<file path="src/rtl/ydl_pkg.sv">
// shared constants for the yadif line deinterlacer
package ydl_pkg;

  // default sizes
  localparam int unsigned SAMPLE_BITS_DEF = 8;
  localparam int unsigned MAX_WIDTH_DEF   = 4096;

  // configuration port
  localparam int unsigned CFG_IDX_W  = 2;
  localparam int unsigned CFG_DATA_W = 13;
  localparam int unsigned MODE_W     = 2;
  localparam int unsigned LW_W       = 13;

  localparam logic [CFG_IDX_W-1:0] REG_FILTER_MODE = 2'd0;
  localparam logic [CFG_IDX_W-1:0] REG_LINE_WIDTH  = 2'd1;

  localparam logic [MODE_W-1:0] MODE_RESET       = 2'd0;
  localparam logic [LW_W-1:0]   LW_RESET         = 13'd1920;
  // modes below this one run the extra spatial-temporal check
  localparam logic [MODE_W-1:0] MODE_EXTRA_LIMIT = 2'd2;

  // window geometry
  localparam int unsigned WIN      = 7;
  localparam int unsigned CTR      = 3;
  localparam int unsigned DLY      = 3;
  localparam int unsigned PAD_COLS = 3;

  // temporal pair sample slots
  localparam int unsigned PAIR_N         = 6;
  localparam int unsigned PR_EARLY_CTR   = 0;
  localparam int unsigned PR_LATE_CTR    = 1;
  localparam int unsigned PR_EARLY_UP2   = 2;
  localparam int unsigned PR_LATE_UP2    = 3;
  localparam int unsigned PR_EARLY_DOWN2 = 4;
  localparam int unsigned PR_LATE_DOWN2  = 5;

  // prev/next frame sample slots
  localparam int unsigned NBR_N         = 4;
  localparam int unsigned NB_PREV_ABOVE = 0;
  localparam int unsigned NB_PREV_BELOW = 1;
  localparam int unsigned NB_NEXT_ABOVE = 2;
  localparam int unsigned NB_NEXT_BELOW = 3;

endpackage

</file>
<file path="src/rtl/ydl_in_if.sv">
// column input channel of the deinterlacer
interface ydl_in_if #(
  parameter int unsigned SAMPLE_BITS = ydl_pkg::SAMPLE_BITS_DEF
);
  logic                   valid;
  logic                   ready;
  logic [SAMPLE_BITS-1:0] cur_above;
  logic [SAMPLE_BITS-1:0] cur_below;
  logic [SAMPLE_BITS-1:0] prev_above;
  logic [SAMPLE_BITS-1:0] prev_below;
  logic [SAMPLE_BITS-1:0] next_above;
  logic [SAMPLE_BITS-1:0] next_below;
  logic [SAMPLE_BITS-1:0] early_centre;
  logic [SAMPLE_BITS-1:0] late_centre;
  logic [SAMPLE_BITS-1:0] early_up_two;
  logic [SAMPLE_BITS-1:0] late_up_two;
  logic [SAMPLE_BITS-1:0] early_down_two;
  logic [SAMPLE_BITS-1:0] late_down_two;

  modport source (
    output valid, cur_above, cur_below, prev_above, prev_below, next_above, next_below,
           early_centre, late_centre, early_up_two, late_up_two, early_down_two,
           late_down_two,
    input  ready
  );
  modport sink (
    input  valid, cur_above, cur_below, prev_above, prev_below, next_above, next_below,
           early_centre, late_centre, early_up_two, late_up_two, early_down_two,
           late_down_two,
    output ready
  );
endinterface

</file>
<file path="src/rtl/ydl_out_if.sv">
// pixel output channel of the deinterlacer
interface ydl_out_if #(
  parameter int unsigned SAMPLE_BITS = ydl_pkg::SAMPLE_BITS_DEF
);
  logic                   valid;
  logic                   ready;
  logic [SAMPLE_BITS-1:0] pixel_out;
  logic                   line_end;

  modport source (output valid, pixel_out, line_end, input ready);
  modport sink (input valid, pixel_out, line_end, output ready);
endinterface

</file>
<file path="src/rtl/ydl_pixel.sv">
// yadif pixel rule: spatial edge search, temporal clamp
module ydl_pixel #(
  parameter int unsigned SAMPLE_BITS = ydl_pkg::SAMPLE_BITS_DEF
) (
  input  logic [ydl_pkg::WIN-1:0][SAMPLE_BITS-1:0]    upper_i,
  input  logic [ydl_pkg::WIN-1:0][SAMPLE_BITS-1:0]    lower_i,
  input  logic [ydl_pkg::PAIR_N-1:0][SAMPLE_BITS-1:0] pair_i,
  input  logic [ydl_pkg::NBR_N-1:0][SAMPLE_BITS-1:0]  nbr_i,
  input  logic                                        extra_check_i,
  output logic [SAMPLE_BITS-1:0]                      pixel_o
);

  localparam int unsigned SW = SAMPLE_BITS + 4;
  typedef logic signed [SW-1:0] val_t;

  function automatic val_t ext(input logic [SAMPLE_BITS-1:0] v);
    return $signed({{(SW-SAMPLE_BITS){1'b0}}, v});
  endfunction

  function automatic val_t absd(input logic [SAMPLE_BITS-1:0] a,
                                input logic [SAMPLE_BITS-1:0] b);
    val_t t;
    t = ext(a) - ext(b);
    return (t < 0) ? -t : t;
  endfunction

  function automatic val_t avg(input logic [SAMPLE_BITS-1:0] a,
                               input logic [SAMPLE_BITS-1:0] b);
    return (ext(a) + ext(b)) >>> 1;
  endfunction

  function automatic val_t smax(input val_t a, input val_t b);
    return (a > b) ? a : b;
  endfunction

  function automatic val_t smin(input val_t a, input val_t b);
    return (a < b) ? a : b;
  endfunction

  val_t c, e, d, b2, f2;
  val_t td0, td1, td2, diff_t, hi, lo, diff;
  val_t s_m2, s_m1, s_0, s_p1, s_p2;
  val_t p_m2, p_m1, p_0, p_p1, p_p2;
  val_t best1, pred1, best2, pred2, res;

  // direction scores and predictions, all independent
  always_comb begin
    s_0  = absd(upper_i[2], lower_i[2]) + absd(upper_i[3], lower_i[3])
         + absd(upper_i[4], lower_i[4]);
    s_m1 = absd(upper_i[1], lower_i[3]) + absd(upper_i[2], lower_i[4])
         + absd(upper_i[3], lower_i[5]);
    s_m2 = absd(upper_i[0], lower_i[4]) + absd(upper_i[1], lower_i[5])
         + absd(upper_i[2], lower_i[6]);
    s_p1 = absd(upper_i[3], lower_i[1]) + absd(upper_i[4], lower_i[2])
         + absd(upper_i[5], lower_i[3]);
    s_p2 = absd(upper_i[4], lower_i[0]) + absd(upper_i[5], lower_i[1])
         + absd(upper_i[6], lower_i[2]);
    p_0  = avg(upper_i[3], lower_i[3]);
    p_m1 = avg(upper_i[2], lower_i[4]);
    p_m2 = avg(upper_i[1], lower_i[5]);
    p_p1 = avg(upper_i[4], lower_i[2]);
    p_p2 = avg(upper_i[5], lower_i[1]);
  end

  // edge search: the outer direction is tried only if the inner one won
  always_comb begin
    if (s_m1 < s_0 - val_t'(1)) begin
      best1 = (s_m2 < s_m1) ? s_m2 : s_m1;
      pred1 = (s_m2 < s_m1) ? p_m2 : p_m1;
    end else begin
      best1 = s_0 - val_t'(1);
      pred1 = p_0;
    end
    if (s_p1 < best1) begin
      best2 = (s_p2 < s_p1) ? s_p2 : s_p1;
      pred2 = (s_p2 < s_p1) ? p_p2 : p_p1;
    end else begin
      best2 = best1;
      pred2 = pred1;
    end
  end

  // temporal change and clamp
  always_comb begin
    c   = ext(upper_i[ydl_pkg::CTR]);
    e   = ext(lower_i[ydl_pkg::CTR]);
    d   = avg(pair_i[ydl_pkg::PR_EARLY_CTR], pair_i[ydl_pkg::PR_LATE_CTR]);
    b2  = avg(pair_i[ydl_pkg::PR_EARLY_UP2], pair_i[ydl_pkg::PR_LATE_UP2]);
    f2  = avg(pair_i[ydl_pkg::PR_EARLY_DOWN2], pair_i[ydl_pkg::PR_LATE_DOWN2]);
    td0 = absd(pair_i[ydl_pkg::PR_EARLY_CTR], pair_i[ydl_pkg::PR_LATE_CTR]);
    td1 = (absd(nbr_i[ydl_pkg::NB_PREV_ABOVE], upper_i[ydl_pkg::CTR])
         + absd(nbr_i[ydl_pkg::NB_PREV_BELOW], lower_i[ydl_pkg::CTR])) >>> 1;
    td2 = (absd(nbr_i[ydl_pkg::NB_NEXT_ABOVE], upper_i[ydl_pkg::CTR])
         + absd(nbr_i[ydl_pkg::NB_NEXT_BELOW], lower_i[ydl_pkg::CTR])) >>> 1;
    diff_t = smax(smax(td0 >>> 1, td1), td2);
    hi = smax(smax(d - e, d - c), smin(b2 - c, f2 - e));
    lo = smin(smin(d - e, d - c), smax(b2 - c, f2 - e));
    diff = extra_check_i ? smax(smax(diff_t, lo), -hi) : diff_t;
    if (pred2 > d + diff) begin
      res = d + diff;
    end else if (pred2 < d - diff) begin
      res = d - diff;
    end else begin
      res = pred2;
    end
    pixel_o = res[SAMPLE_BITS-1:0];
  end

endmodule

</file>
<file path="src/rtl/yadif_deinterlace_line.sv">
// yadif line deinterlacer top level: column window, line counter, result register
//
//   port        dir  kind             payload
//   in_i        in   valid/ready      twelve neighbourhood samples of one column
//   out_o       out  valid/ready      pixel_out, line_end
//   cfg_*_i     in   write enable     filter_mode (index 0), line_width (index 1)
//
// one column is taken per clock unless a result waits behind a stalled output
// the window shift registers load the column, then the pixel rule runs between them and
// the result register
// each line carries line_width + 6 columns; the first six give no result
// reset clears the counter and the valid flags and loads the configuration defaults; no clearing pass
// a stalled output holds the result; one more column that owes a result is taken behind it
module yadif_deinterlace_line #(
  parameter int unsigned SAMPLE_BITS = ydl_pkg::SAMPLE_BITS_DEF,
  parameter int unsigned MAX_WIDTH   = ydl_pkg::MAX_WIDTH_DEF
) (
  input  logic                             clk_i,
  input  logic                             rst_ni,
  ydl_in_if.sink                           in_i,
  ydl_out_if.source                        out_o,
  input  logic                             cfg_we_i,
  input  logic [ydl_pkg::CFG_IDX_W-1:0]    cfg_idx_i,
  input  logic [ydl_pkg::CFG_DATA_W-1:0]   cfg_data_i
);

  localparam int unsigned WIN    = ydl_pkg::WIN;
  localparam int unsigned DLY    = ydl_pkg::DLY;
  localparam int unsigned PAIR_N = ydl_pkg::PAIR_N;
  localparam int unsigned NBR_N  = ydl_pkg::NBR_N;
  localparam int unsigned CNT_W  = $clog2(MAX_WIDTH + 2 * ydl_pkg::PAD_COLS);
  localparam int unsigned CMP_W  = ((CNT_W > ydl_pkg::LW_W) ? CNT_W : ydl_pkg::LW_W) + 1;

  // configuration
  logic [ydl_pkg::MODE_W-1:0] mode_q;
  logic [ydl_pkg::LW_W-1:0]   width_q;

  always_ff @(posedge clk_i or negedge rst_ni) begin
    if (!rst_ni) begin
      mode_q  <= ydl_pkg::MODE_RESET;
      width_q <= ydl_pkg::LW_RESET;
    end else if (cfg_we_i) begin
      case (cfg_idx_i)
        ydl_pkg::REG_FILTER_MODE: mode_q  <= cfg_data_i[ydl_pkg::MODE_W-1:0];
        ydl_pkg::REG_LINE_WIDTH:  width_q <= cfg_data_i[ydl_pkg::LW_W-1:0];
        default: ;
      endcase
    end
  end

  // handshake and pipeline flags
  logic s1_q, s1_d;          // window holds a column that owes a result
  logic s1_end_q, s1_end_d;
  logic out_vld_q, out_vld_d;
  logic out_free, accept;

  assign out_free   = !out_vld_q || out_o.ready;
  assign in_i.ready = !s1_q || out_free;
  assign accept     = in_i.valid && in_i.ready;

  // column counter; line_width saturates at the widest line
  logic [CNT_W-1:0] cc_q, cc_d;
  logic [CMP_W-1:0] lw_ext, w_sat, last_col, cc_ext;
  logic             emit, wrap;

  always_comb begin
    lw_ext   = CMP_W'(width_q);
    w_sat    = (lw_ext > CMP_W'(MAX_WIDTH)) ? CMP_W'(MAX_WIDTH) : lw_ext;
    last_col = w_sat + CMP_W'(2 * ydl_pkg::PAD_COLS - 1);
    cc_ext   = CMP_W'(cc_q);
    emit     = (cc_ext >= CMP_W'(2 * ydl_pkg::PAD_COLS)) && (cc_ext <= last_col);
    wrap     = cc_ext >= last_col;
    cc_d     = wrap ? '0 : cc_q + CNT_W'(1);
  end

  always_comb begin
    s1_d     = s1_q;
    s1_end_d = s1_end_q;
    if (accept) begin
      s1_d     = emit;
      s1_end_d = (cc_ext == last_col);
    end else if (out_free) begin
      s1_d = 1'b0;
    end
    out_vld_d = out_free ? s1_q : out_vld_q;
  end

  always_ff @(posedge clk_i or negedge rst_ni) begin
    if (!rst_ni) begin
      cc_q      <= '0;
      s1_q      <= 1'b0;
      s1_end_q  <= 1'b0;
      out_vld_q <= 1'b0;
    end else begin
      if (accept) begin
        cc_q <= cc_d;
      end
      s1_q      <= s1_d;
      s1_end_q  <= s1_end_d;
      out_vld_q <= out_vld_d;
    end
  end

  // window and delay lines; the delay keeps one extra column so that the
  // pair used by the pixel rule lines up with the window centre after the shift
  logic [WIN-1:0][SAMPLE_BITS-1:0]    upper_q, lower_q;
  logic [PAIR_N-1:0][SAMPLE_BITS-1:0] pair_q [DLY+1];
  logic [NBR_N-1:0][SAMPLE_BITS-1:0]  nbr_q  [DLY+1];
  logic [PAIR_N-1:0][SAMPLE_BITS-1:0] pair_new;
  logic [NBR_N-1:0][SAMPLE_BITS-1:0]  nbr_new;

  always_comb begin
    pair_new[ydl_pkg::PR_EARLY_CTR]   = in_i.early_centre;
    pair_new[ydl_pkg::PR_LATE_CTR]    = in_i.late_centre;
    pair_new[ydl_pkg::PR_EARLY_UP2]   = in_i.early_up_two;
    pair_new[ydl_pkg::PR_LATE_UP2]    = in_i.late_up_two;
    pair_new[ydl_pkg::PR_EARLY_DOWN2] = in_i.early_down_two;
    pair_new[ydl_pkg::PR_LATE_DOWN2]  = in_i.late_down_two;
    nbr_new[ydl_pkg::NB_PREV_ABOVE]   = in_i.prev_above;
    nbr_new[ydl_pkg::NB_PREV_BELOW]   = in_i.prev_below;
    nbr_new[ydl_pkg::NB_NEXT_ABOVE]   = in_i.next_above;
    nbr_new[ydl_pkg::NB_NEXT_BELOW]   = in_i.next_below;
  end

  always_ff @(posedge clk_i) begin
    if (accept) begin
      upper_q  <= {in_i.cur_above, upper_q[WIN-1:1]};
      lower_q  <= {in_i.cur_below, lower_q[WIN-1:1]};
      pair_q[0] <= pair_new;
      nbr_q[0]  <= nbr_new;
      for (int i = 1; i <= DLY; i++) begin
        pair_q[i] <= pair_q[i-1];
        nbr_q[i]  <= nbr_q[i-1];
      end
    end
  end

  // pixel rule between the window registers and the result register
  logic [SAMPLE_BITS-1:0] pixel_d, pixel_q;
  logic                   line_end_q;

  ydl_pixel #(
    .SAMPLE_BITS(SAMPLE_BITS)
  ) u_pixel (
    .upper_i       (upper_q),
    .lower_i       (lower_q),
    .pair_i        (pair_q[DLY]),
    .nbr_i         (nbr_q[DLY]),
    .extra_check_i (mode_q < ydl_pkg::MODE_EXTRA_LIMIT),
    .pixel_o       (pixel_d)
  );

  always_ff @(posedge clk_i) begin
    if (out_free && s1_q) begin
      pixel_q    <= pixel_d;
      line_end_q <= s1_end_q;
    end
  end

  assign out_o.valid     = out_vld_q;
  assign out_o.pixel_out = pixel_q;
  assign out_o.line_end  = line_end_q;

  // counter never runs past the last column of the widest line
  a_cnt_bound: assert property (@(posedge clk_i) disable iff (!rst_ni)
    CMP_W'(cc_q) <= CMP_W'(MAX_WIDTH + 2 * ydl_pkg::PAD_COLS - 1))
    else $error("column counter out of range");

  // the last column of a line restarts the count
  a_cnt_wrap: assert property (@(posedge clk_i) disable iff (!rst_ni)
    accept && (cc_ext == last_col) |=> (cc_q == '0))
    else $error("counter did not restart at line end");

  // a column inside the line leaves a pending result
  a_emit: assert property (@(posedge clk_i) disable iff (!rst_ni)
    accept && emit |=> s1_q)
    else $error("result of an active column lost");

  // a pending result moves to the output when it is free
  a_move: assert property (@(posedge clk_i) disable iff (!rst_ni)
    s1_q && out_free |=> out_vld_q)
    else $error("pending result not moved to output");

  // a column is never taken over a pending result that cannot move
  a_no_overrun: assert property (@(posedge clk_i) disable iff (!rst_ni)
    s1_q && !out_free |=> $stable(upper_q) && $stable(lower_q))
    else $error("window shifted under a pending result");

endmodule
</file>
<file path="src/flat_wrapper.sv">
// flat-port wrapper written by rule: the top's interface ports become plain ports
module yadif_deinterlace_line_flat 
#(
  parameter int unsigned SAMPLE_BITS = ydl_pkg::SAMPLE_BITS_DEF,
  parameter int unsigned MAX_WIDTH   = ydl_pkg::MAX_WIDTH_DEF
)
  (clk_i, rst_ni, cfg_we_i, cfg_idx_i, cfg_data_i, in_i_valid, in_i_cur_above, in_i_cur_below, in_i_prev_above, in_i_prev_below, in_i_next_above, in_i_next_below, in_i_early_centre, in_i_late_centre, in_i_early_up_two, in_i_late_up_two, in_i_early_down_two, in_i_late_down_two, in_i_ready, out_o_valid, out_o_pixel_out, out_o_line_end, out_o_ready);
  ydl_in_if #(.SAMPLE_BITS(SAMPLE_BITS)) in_i_i ();
  ydl_out_if #(.SAMPLE_BITS(SAMPLE_BITS)) out_o_i ();
  input  logic clk_i;
  input  logic rst_ni;
  input  logic cfg_we_i;
  input  logic [ydl_pkg::CFG_IDX_W-1:0] cfg_idx_i;
  input  logic [ydl_pkg::CFG_DATA_W-1:0] cfg_data_i;
  input wire logic [$bits(in_i_i.valid)-1:0] in_i_valid;
  input wire logic [$bits(in_i_i.cur_above)-1:0] in_i_cur_above;
  input wire logic [$bits(in_i_i.cur_below)-1:0] in_i_cur_below;
  input wire logic [$bits(in_i_i.prev_above)-1:0] in_i_prev_above;
  input wire logic [$bits(in_i_i.prev_below)-1:0] in_i_prev_below;
  input wire logic [$bits(in_i_i.next_above)-1:0] in_i_next_above;
  input wire logic [$bits(in_i_i.next_below)-1:0] in_i_next_below;
  input wire logic [$bits(in_i_i.early_centre)-1:0] in_i_early_centre;
  input wire logic [$bits(in_i_i.late_centre)-1:0] in_i_late_centre;
  input wire logic [$bits(in_i_i.early_up_two)-1:0] in_i_early_up_two;
  input wire logic [$bits(in_i_i.late_up_two)-1:0] in_i_late_up_two;
  input wire logic [$bits(in_i_i.early_down_two)-1:0] in_i_early_down_two;
  input wire logic [$bits(in_i_i.late_down_two)-1:0] in_i_late_down_two;
  output wire logic [$bits(in_i_i.ready)-1:0] in_i_ready;
  output wire logic [$bits(out_o_i.valid)-1:0] out_o_valid;
  output wire logic [$bits(out_o_i.pixel_out)-1:0] out_o_pixel_out;
  output wire logic [$bits(out_o_i.line_end)-1:0] out_o_line_end;
  input wire logic [$bits(out_o_i.ready)-1:0] out_o_ready;
  assign in_i_i.valid = in_i_valid;
  assign in_i_i.cur_above = in_i_cur_above;
  assign in_i_i.cur_below = in_i_cur_below;
  assign in_i_i.prev_above = in_i_prev_above;
  assign in_i_i.prev_below = in_i_prev_below;
  assign in_i_i.next_above = in_i_next_above;
  assign in_i_i.next_below = in_i_next_below;
  assign in_i_i.early_centre = in_i_early_centre;
  assign in_i_i.late_centre = in_i_late_centre;
  assign in_i_i.early_up_two = in_i_early_up_two;
  assign in_i_i.late_up_two = in_i_late_up_two;
  assign in_i_i.early_down_two = in_i_early_down_two;
  assign in_i_i.late_down_two = in_i_late_down_two;
  assign in_i_ready = in_i_i.ready;
  assign out_o_valid = out_o_i.valid;
  assign out_o_pixel_out = out_o_i.pixel_out;
  assign out_o_line_end = out_o_i.line_end;
  assign out_o_i.ready = out_o_ready;
  yadif_deinterlace_line #(.SAMPLE_BITS(SAMPLE_BITS), .MAX_WIDTH(MAX_WIDTH)) u_core (.clk_i(clk_i), .rst_ni(rst_ni), .in_i(in_i_i), .out_o(out_o_i), .cfg_we_i(cfg_we_i), .cfg_idx_i(cfg_idx_i), .cfg_data_i(cfg_data_i));
endmodule
</file>
<file path="config.mk">
export PLATFORM = sky130hd
export DESIGN_NAME = yadif_deinterlace_line_flat
export DESIGN_NICKNAME = d
export VERILOG_FILES = /design/src/rtl/ydl_pkg.sv /design/src/rtl/ydl_in_if.sv /design/src/rtl/ydl_out_if.sv /design/src/rtl/ydl_pixel.sv /design/src/rtl/yadif_deinterlace_line.sv /design/src/flat_wrapper.sv
export SDC_FILE = /design/constraint.sdc
export NUM_CORES = 1
export LEC_CHECK = 0
export BUFFER_PORTS_ARGS = -buffer_cell sky130_fd_sc_hd__buf_2
export CAP_MARGIN = 40
export CORE_AREA = 2 2 311 313
export DETAILED_ROUTE_END_ITERATION = 6
export DIE_AREA = 0 0 313 315
export GPL_ROUTABILITY_DRIVEN = 0
export HOLD_SLACK_MARGIN = 0.12
export PLACE_DENSITY_LB_ADDON = 0.1
export SKIP_CTS_REPAIR_TIMING = 1
export SLEW_MARGIN = 25
export SYNTH_ARGS = -nofsm -noshare
export SYNTH_HDL_FRONTEND = slang
export SYNTH_SLANG_ARGS = --single-unit
</file>
<file path="constraint.sdc">
create_clock -name clk_i -period 14 [get_ports clk_i]
set_input_delay 0.7 -clock clk_i [delete_from_list [all_inputs] [get_ports clk_i]]
set_output_delay 0.7 -clock clk_i [all_outputs]
set_load 0.1 [all_outputs]
</file>
---- Word level (Yosys, flattened, before mapping) ----
Memory sizes are Yosys's and may differ from the RTL's.
Cells that the tools add are included.
cells by class
  $lt $le $gt $ge ......................... 41
  equality and inequality tests ........... 2
  mux-type cells .......................... 45
  reduce and logical (&&, ||, !) cells .... 11
  add/subtract/negate cells ............... 70
operators with widths
  kind                   number
  $mux 12                35
  $neg 9->12             20
  $sub 8x8->9            24
  $lt 9x1->1 const B     20
  $add 12x12->12         12
  $add 8x8->9            8
  $lt 12x12->1           6
  $gt 12x12->1           4
  $mux 8                 4
  $mux 13                2
  $gt 9x9->1             2
  $lt 9x9->1             2
  $add 14x3->14 const B  1
  $eq 13x14->1           1
  $ge 13x14->1           1
  $le 13x14->1           1
  $add 13x1->13 const B  1
  $ge 13x3->1 const B    1
  $gt 13x13->1 const B   1
  $add 9x12->12          1
  $gt 12x11->1           1
  $neg 12->12            1
  $sub 12x2->12 const B  1
  $sub 9x12->12          1
  other kinds (10)       18
storage, ports and cells
  logic and storage cells ................. 193
  register bits after elaboration ......... 152
  RAM bits ................................ 320
  memories ................................ 2
memories
  name           depth  bits a word  rd ports  clocked after memory_dff  write ports  RTL line                       text
  u_core.pair_q  4      48           4         0                         4            yadif_deinterlace_line.sv:107  logic [PAIR_N-1:0][SAMPLE_BITS-1:0] pair_q [DLY+1];
  u_core.nbr_q   4      32           4         0                         4            yadif_deinterlace_line.sv:108  logic [NBR_N-1:0][SAMPLE_BITS-1:0] nbr_q [DLY+1];

---- Depth between registers and ports, before layout ----
Gate-level depths: netlist of run 1.
An unclocked memory read counts as a cell.
  word-level depth ........................ 18
  mapped depth ............................ 82
  depth with buffers taken out ............ 77

---- Cells and area by module ----
From an unflattened synthesis of run 1, not the netlist that was laid out.
second synthesis, totals
  cell total of the unflattened synthesis .. 3,668
  area total of the unflattened synthesis .. 38,014.0 um^2
by module, submodules not included
  module                  instances  area an instance (um^2)  cells each  sequential area each (um^2)
  ydl_pixel               1          22,851.9                 3,029       0.0
  yadif_deinterlace_line  1          15,162.0                 639         13,998.4

---- Worst setup path after synthesis of run 1 ----
No wires, ideal clock.
  kind .................................... reg-to-reg
  from .................................... reg u_core.upper_q[25] (netlist bit)
  to ...................................... reg u_core.pixel_q[0], in the netlist u_core.out_o.pixel_out[0] (data pin)
  cell stages (with the launch flop) ...... 76
  clock period less this slack ............ 14.344 ns
  setup slack ............................. -0.344 ns
  setup time .............................. 0.255 ns
  required time ........................... 13.745 ns
  arrival ................................. 14.089 ns
  cell sequence ........................... edfxtp_1 -> inv_1 -> fa_1 -> a21o_1 -> a21oi_1 -> o21bai_1 -> a21oi_1 -> o21bai_1 -> a21o_1 -> mux2_2 -> ha_1 -> nor3b_1 -> o21ai_0 -> a21oi_1 -> o21ai_0 -> nor2b_1 -> xnor2_1 -> inv_1 -> [40 not listed] -> a21oi_1 -> nor2_1 -> nor2_1 -> o21bai_1 -> a21oi_1 -> xnor2_1 -> ha_1 -> nor2b_1 -> o21ai_0 -> nand2b_1 -> nor4b_1 -> o21ai_0 -> a211oi_1 -> a311oi_1 -> o211ai_1 -> a21oi_1 -> or4_1 -> a31o_1
on the way
  word-level cells in the longest chain between the ends .. 17
RTL lines
  what                                             RTL line                       text
  start: declaration                               yadif_deinterlace_line.sv:106  logic [WIN-1:0][SAMPLE_BITS-1:0] upper_q, lower_q;
  start signal: assignment                         yadif_deinterlace_line.sv:127  upper_q <= {in_i.cur_above, upper_q[WIN-1:1]};
  $sub 8x8->9                                      ydl_pixel.sv:23                t = ext(a) - ext(b);
  $neg 9->12 / $lt 9x1->1 (equally long branches)  ydl_pixel.sv:24                return (t < 0) ? -t : t;
  $mux 12                                          ydl_pixel.sv:24
  $add 12x12->12                                   ydl_pixel.sv:92                + absd(nbr_i[ydl_pkg::NB_PREV_BELOW], lower_i[ydl_pkg::CTR])) >>> 1;
  $gt 11x11->1                                     ydl_pixel.sv:33                return (a > b) ? a : b;
  $mux 12                                          ydl_pixel.sv:33
  $gt 12x11->1                                     ydl_pixel.sv:33
  $mux 12                                          ydl_pixel.sv:33
  [2 not listed]                                   -
  $gt 12x12->1                                     ydl_pixel.sv:33
  $mux 12                                          ydl_pixel.sv:33
  $mux 12                                          ydl_pixel.sv:98                diff = extra_check_i ? smax(smax(diff_t, lo), -hi) : diff_t;
  $sub 9x12->12                                    ydl_pixel.sv:101               end else if (pred2 < d - diff) begin
  $lt 12x12->1                                     ydl_pixel.sv:101
  $mux 8                                           ydl_pixel.sv:101
  $mux 8 (*)                                       ydl_pixel.sv:99                if (pred2 > d + diff) begin
  via u_core.pixel_d[0]                            yadif_deinterlace_line.sv:139  logic [SAMPLE_BITS-1:0] pixel_d, pixel_q;
  end signal: assignment                           yadif_deinterlace_line.sv:155  pixel_q <= pixel_d;
  end: declaration                                 yadif_deinterlace_line.sv:139
The timed path passes the listed nets; every way through them passes the cells marked *.
A chain may end at the register's enable or synchronous reset.

==> impl_metrics.toml, run 1 <==
[timing]
drv_slew = 0
timing.final.crit_period_ns = 13.49
rsz0062_at_grt = "true"
finalCritPeriodShare = 0.964
slew-limit-headroom = 0.337
fin_ws_ns = 0.510
setup_viol = 0
clock.fmax_mhz = 74.1
worstMarginPinSlew_ns = 0.994
skew_ns = 0.0565
hold_viol_final = 0
fin_hold_ws_ns = 0.229

[critical_path]
cp.required_ns = 14.35
cp_data_arrival_time_ns = 13.84
critPathSlowestCell = "or4b_2"
endpoint_kind = "flop"
crit_top_cell = "a21oi_2"
cp_max_fo = 8
crit_type = "reg2reg"
startpoint_type = "flop"
max_stage_delay_ns = 0.62

[synthesis]
syn_inst = 3650
synth.ff_latch_count = 471
netlist_area_mm2 = 0.0379
seq_area_frac_synth = 0.370
yosysTopAreaCell = "edfxtp_1"
syn_avg_cell_area_um2 = 10.4
yosysMostFrequentCell = "ha_1"
ys.flop_type = "edfxtp_1"
post_synth_num_cell_types = 93
yosys_warnings = 0
synth_top_cell_area_share = 0.350
synth_edf_count = 441
synthArstFlopShare = 0.0637
ys_top_cells_by_area = "edfxtp_1, ha_1, xnor2_1, fa_1, a21oi_1"
yosys-top-cells-count = "ha_1, edfxtp_1, inv_1, a21oi_1, xnor2_1"

[clock_network]
cts_tree = "yes"
ctsHtreeMaxLevel = 2
clockBufferDepth = 3
cts_sinks = 471
path_clk_slew_ns = 0.06
cts_buffers = 52
clockRootBuffer = "clkbuf_16"
clk_latency_ns = 0.65

[drt]
drtPass1Iterations = 6
via_per_inst = 5.09
drtIter0Drc = 1658
drc_errors = 0
routed_wl_mm = 96.4
num_vias = 27001
wl_per_cell_um = 18.2
ant_nets = 0

[min_path]
hold_class = "in2reg"

[die]
dieArea_mm2 = 0.0986
io_pins = 127
rows = 114
initial_utilization = 0.395
coreArea_mm2 = 0.0957
die_h_um = 315
dieWidth_um = 313

[placed_design]
placed_cell_area_mm2 = 0.0410
port_buffers = 126
hpwl_mm = 77.6
dp_worst_setup_slack_ns = -0.221

[global_route]
grt_pass1_wl_mm = 147
grt_pass1_vias = 26208
grt.total_usage = 0.191
grt_max_degree = 170
antenna_found_initial = 0
grt_overflow_total = 0

[cells_and_area]
final_net_count = 4725
drive_gt1_frac = 0.132
final_area_mm2 = 0.0436
fillers = 9099
synthToLayoutAreaGrowth_pct = 15.2

[job]
cap_violations = 0

[run_status]
status = "completed"
state kept, by name (all words and copies together), names as in the netlist:
| signal | cells |
|---|---|
| u_core.upper_q | 56 |
| u_core.cc_q | 13 |
| u_core.s1_q | 1 |
| u_core.out_o.valid | 1 |
| u_core.out_o.pixel_out | 8 |
| u_core.nbr_q | 128 |
| u_core.mode_q | 1 |
| u_core.lower_q | 56 |
| u_core.width_q | 13 |
| u_core.pair_q | 192 |
| u_core.s1_end_q | 1 |
| u_core.out_o.line_end | 1 |
per-layer routing:
metal	part of all wire	vias up	GRT usage	routed length [um]
met5	0	-	0	0
met4	0.022	0	0.0452	2130
met3	0.038	101	0.0202	3620
met2	0.45	414	0.310	43800
met1	0.49	12731	0.275	46800
li1	-	13755	-	-
cells by family after synthesis:
logic type | Yosys count | share of synthesized area
adders and majority gates | 622 | 0.224
xor gates and xnor gates | 390 | 0.0902
DFF | 471 | 0.370
and+or+nand+nor | 739 | 0.0981
muxes | 71 | 0.0200
AOI/OAI and AO/OA | 922 | 0.154
other | 2 | 0.000198
buffers and inverters | 433 | 0.0434
cells in the final DEF, fill, tap and decap left out, types with 34 or more instances in the layout:
cell       instances
nor2b_1           56
xnor2_1          289
a21oi_1          272
o21bai_1         120
buf_2            127
clkbuf_16         53
o21a_1            34
edfxtp_1         441
inv_1            389
o21ai_0          161
nand2b_1          45
nand2_1          186
xor2_1            97
a21o_1            93
ha_1             521
fa_1              92
buf_4            146
nand3_1           50
conb_1            41
o31ai_1           36
nor2_1           187
per-stage QoR:
stage | util | std cells | setup TNS [ns]
after floorplan | - | 3689 | -0.0393
after global placement | 0.428 | 5168 | 0
after detailed placement | 0.429 | 5172 | -0.421
after CTS | 0.448 | 5269 | -1.31
after global routing | 0.456 | 5306 | -0.998
final | 0.456 | 5307 | 0
final timing paths:
check / startpoint / cells past startpoint / to / slack, ns
setup / recovery: u_core.nbr_q[3][0]$_DFFE_PP_ / 72 / u_core.out_o.pixel_out[0]$_DFFE_PP_ / 0.51
setup reg to reg: u_core.nbr_q[3][0]$_DFFE_PP_ / 72 / u_core.out_o.pixel_out[0]$_DFFE_PP_ / 0.51
min in group asynchronous: rst_ni / 2 / u_core.width_q[5]$_DFFE_PN0P_ / 0.49
hold / removal: in_i_early_down_two[0] / 1 / u_core.pair_q[0][32]$_DFFE_PP_ / 0.23
max in group asynchronous: rst_ni / 3 / u_core.cc_q[10]$_DFFE_PN0P_ / 13.09
hold reg to reg: u_core.nbr_q[2][29]$_DFFE_PP_ / 0 / u_core.nbr_q[3][29]$_DFFE_PP_ / 0.39
critical path: cells and delay by family (launching register included):
family                     cells  cell delay, ns
adders and majority gates     10            2.61
muxes                          3            0.85
xor gates and xnor gates       2            0.35
AOI/OAI and AO/OA             33            5.24
and+or+nand+nor               16            2.97
DFF                            1            0.36
buffers and inverters          8            0.82
layout make-up:
type | instances | area [um^2] | share of cell area
repair buffers | 285 | 1910 | 0.0439
clock inverters | 38 | 448 | 0.0103
well taps | 1276 | 1600 | 0.0366
clock buffers | 59 | 1360 | 0.0312
diodes | 1 | 2.50 | 0.0000574
flip-flops and latches | 471 | 14000 | 0.321
multi-input cells | 2785 | 22800 | 0.523
inverters | 392 | 1490 | 0.0341
Power of run 1 is left out: the tool's default activity adds up to more than one toggle a clock period on the data nets, which glitch-free logic cannot reach.
==> inputs of run 2 (changes only) <==
- MAX_ROUTING_LAYER: not set -> met4
- PLACE_DENSITY: not set -> 0.59
- PLACE_DENSITY_LB_ADDON: 0.1 -> not set
==> run 2 against run 1 <==
Net effect:
- hold slack lost 0.11 ns
- via count is essentially flat
- flip-flop and latch count is the same
- critical endpoint unchanged
==> impl_metrics.toml, run 2 (synthesis results as in run 1) <==
[global_route]
grt_pass1_wl_mm = 139
grt_overflow_total = 0
grt_max_degree = 197
grt.total_usage = 0.185
grt_pass1_vias = 25351
antenna_found_initial = 3

[timing]
worstMarginPinSlew_ns = 1.00
setup_viol = 0
clock.fmax_mhz = 73.8
hold_viol_final = 0
drv_slew = 0
rsz0062_at_grt = "true"
slew-limit-headroom = 0.332
skew_ns = 0.0241
timing.final.crit_period_ns = 13.56
finalCritPeriodShare = 0.968

[die]
coreArea_mm2 = 0.0957
io_pins = 127
rows = 114
dieArea_mm2 = 0.0986
initial_utilization = 0.395
dieWidth_um = 313
die_h_um = 315

[clock_network]
clockBufferDepth = 3
cts_tree = "yes"
clk_latency_ns = 0.61
cts_buffers = 49
ctsHtreeMaxLevel = 2
cts_sinks = 471
clockRootBuffer = "clkbuf_16"
path_clk_slew_ns = 0.06

[cells_and_area]
largest_reg_flops = 192
largest_register = "u_core.pair_q"
synthToLayoutAreaGrowth_pct = 14.5
final_net_count = 4696
layout_commonest_cell = "ha_1"
fin_cells = 5272
reg_top3 = "u_core.pair_q x192, u_core.nbr_q x128"
final_area_mm2 = 0.0433
most-common-layout-cells = "ha_1, edfxtp_1, inv_1"
drive_gt1_frac = 0.131

[placed_design]
placed_cell_area_mm2 = 0.0408
hpwl_mm = 73.6
port_buffers = 126
placedCellCount = 5147

[drt]
drtPass1Iterations = 5
drtIter0Drc = 1760
drc_errors = 0
wl_per_cell_um = 17.4
ant_nets = 0
via_per_inst = 5.13
routed_wl_mm = 91.6
num_vias = 27023

[min_path]
hold_class = "in2async"

[critical_path]
critPathSlowestCell = "or4_1"
endpoint_kind = "flop"
cp.required_ns = 14.36
cp_data_arrival_time_ns = 13.91
startpoint_type = "flop"
max_stage_delay_ns = 0.53
crit_type = "reg2reg"
crit_top_cell = "a21oi_2"
ff2ff_setup_slack_ns = 0.44
cp_max_fo = 8

[run_status]
status = "completed"

[job]
cap_violations = 0
[run 2: cell count changes in the layout (fill, tap and decap cells not counted), moves of 4 or more]
| cell | previous run | this run |
|---|---|---|
| clkbuf_16 | 53 | 49 |
| o21ai_2 | 8 | 12 |
| o21ai_1 | 23 | 19 |
| buf_4 | 146 | 120 |
[run 2: per-layer routing]
| layer | GRT usage | part of all wire |
|---|---|---|
| met5 | - | 0 |
| met4 | 0.0499 | 0.027 |
| met3 | 0.0227 | 0.048 |
| met2 | 0.284 | 0.45 |
| met1 | 0.260 | 0.48 |
[run 2: path summary, 6_finish.rpt]
check,endpoint,from,cells after the start
hold reg to reg,u_core.pair_q[2][18]$_DFFE_PP_,u_core.pair_q[1][18]$_DFFE_PP_,0
hold / removal,u_core.width_q[6]$_DFFE_PN0P_,rst_ni,1
setup / recovery,u_core.out_o.pixel_out[0]$_DFFE_PP_,u_core.nbr_q[3][0]$_DFFE_PP_,69
setup reg to reg,u_core.out_o.pixel_out[0]$_DFFE_PP_,u_core.nbr_q[3][0]$_DFFE_PP_,69
max in group asynchronous,u_core.cc_q[4]$_DFFE_PN0P_,rst_ni,1
min in group clk_i,u_core.pair_q[0][34]$_DFFE_PP_,in_i_early_down_two[2],1
[run 2: stage by stage]
step	util	setup TNS [ns]	hold WS, ns	setup slack (ns)
finish	0.453	0	0.119	0.442
global route	0.453	-2.05	0.148	-0.376
CTS	0.443	-1.04	0.122	-0.264
detailed placement	0.427	-0.491	0.405	-0.195
global placement	0.426	0	0.400	0.192
floorplan	-	-0.0393	0.400	-0.0393
[run 2: cell type report]
cell class / count / area (um^2)
Antenna cell: 3 / 7.51
Clock buffer: 56 / 1250
Clock inverter: 30 / 327
Fill cell: 8912 / 52400
Inverter: 392 / 1490
Multi-Input combinational cell: 2785 / 23000
Sequential cell: 471 / 14000
Tap cell: 1276 / 1600
Timing Repair Buffer: 259 / 1720
[run 2: critical path, delay by kind of cell (launching register included)]
family                     cells  cell delay [ns]
AOI/OAI and AO/OA             32             5.31
xor gates and xnor gates       1             0.10
adders and majority gates     10             2.90
buffers and inverters          5             0.46
DFF                            1             0.36
muxes                          5             1.47
and+or+nand+nor               16             2.69
Power of run 2 is left out for the same reason.
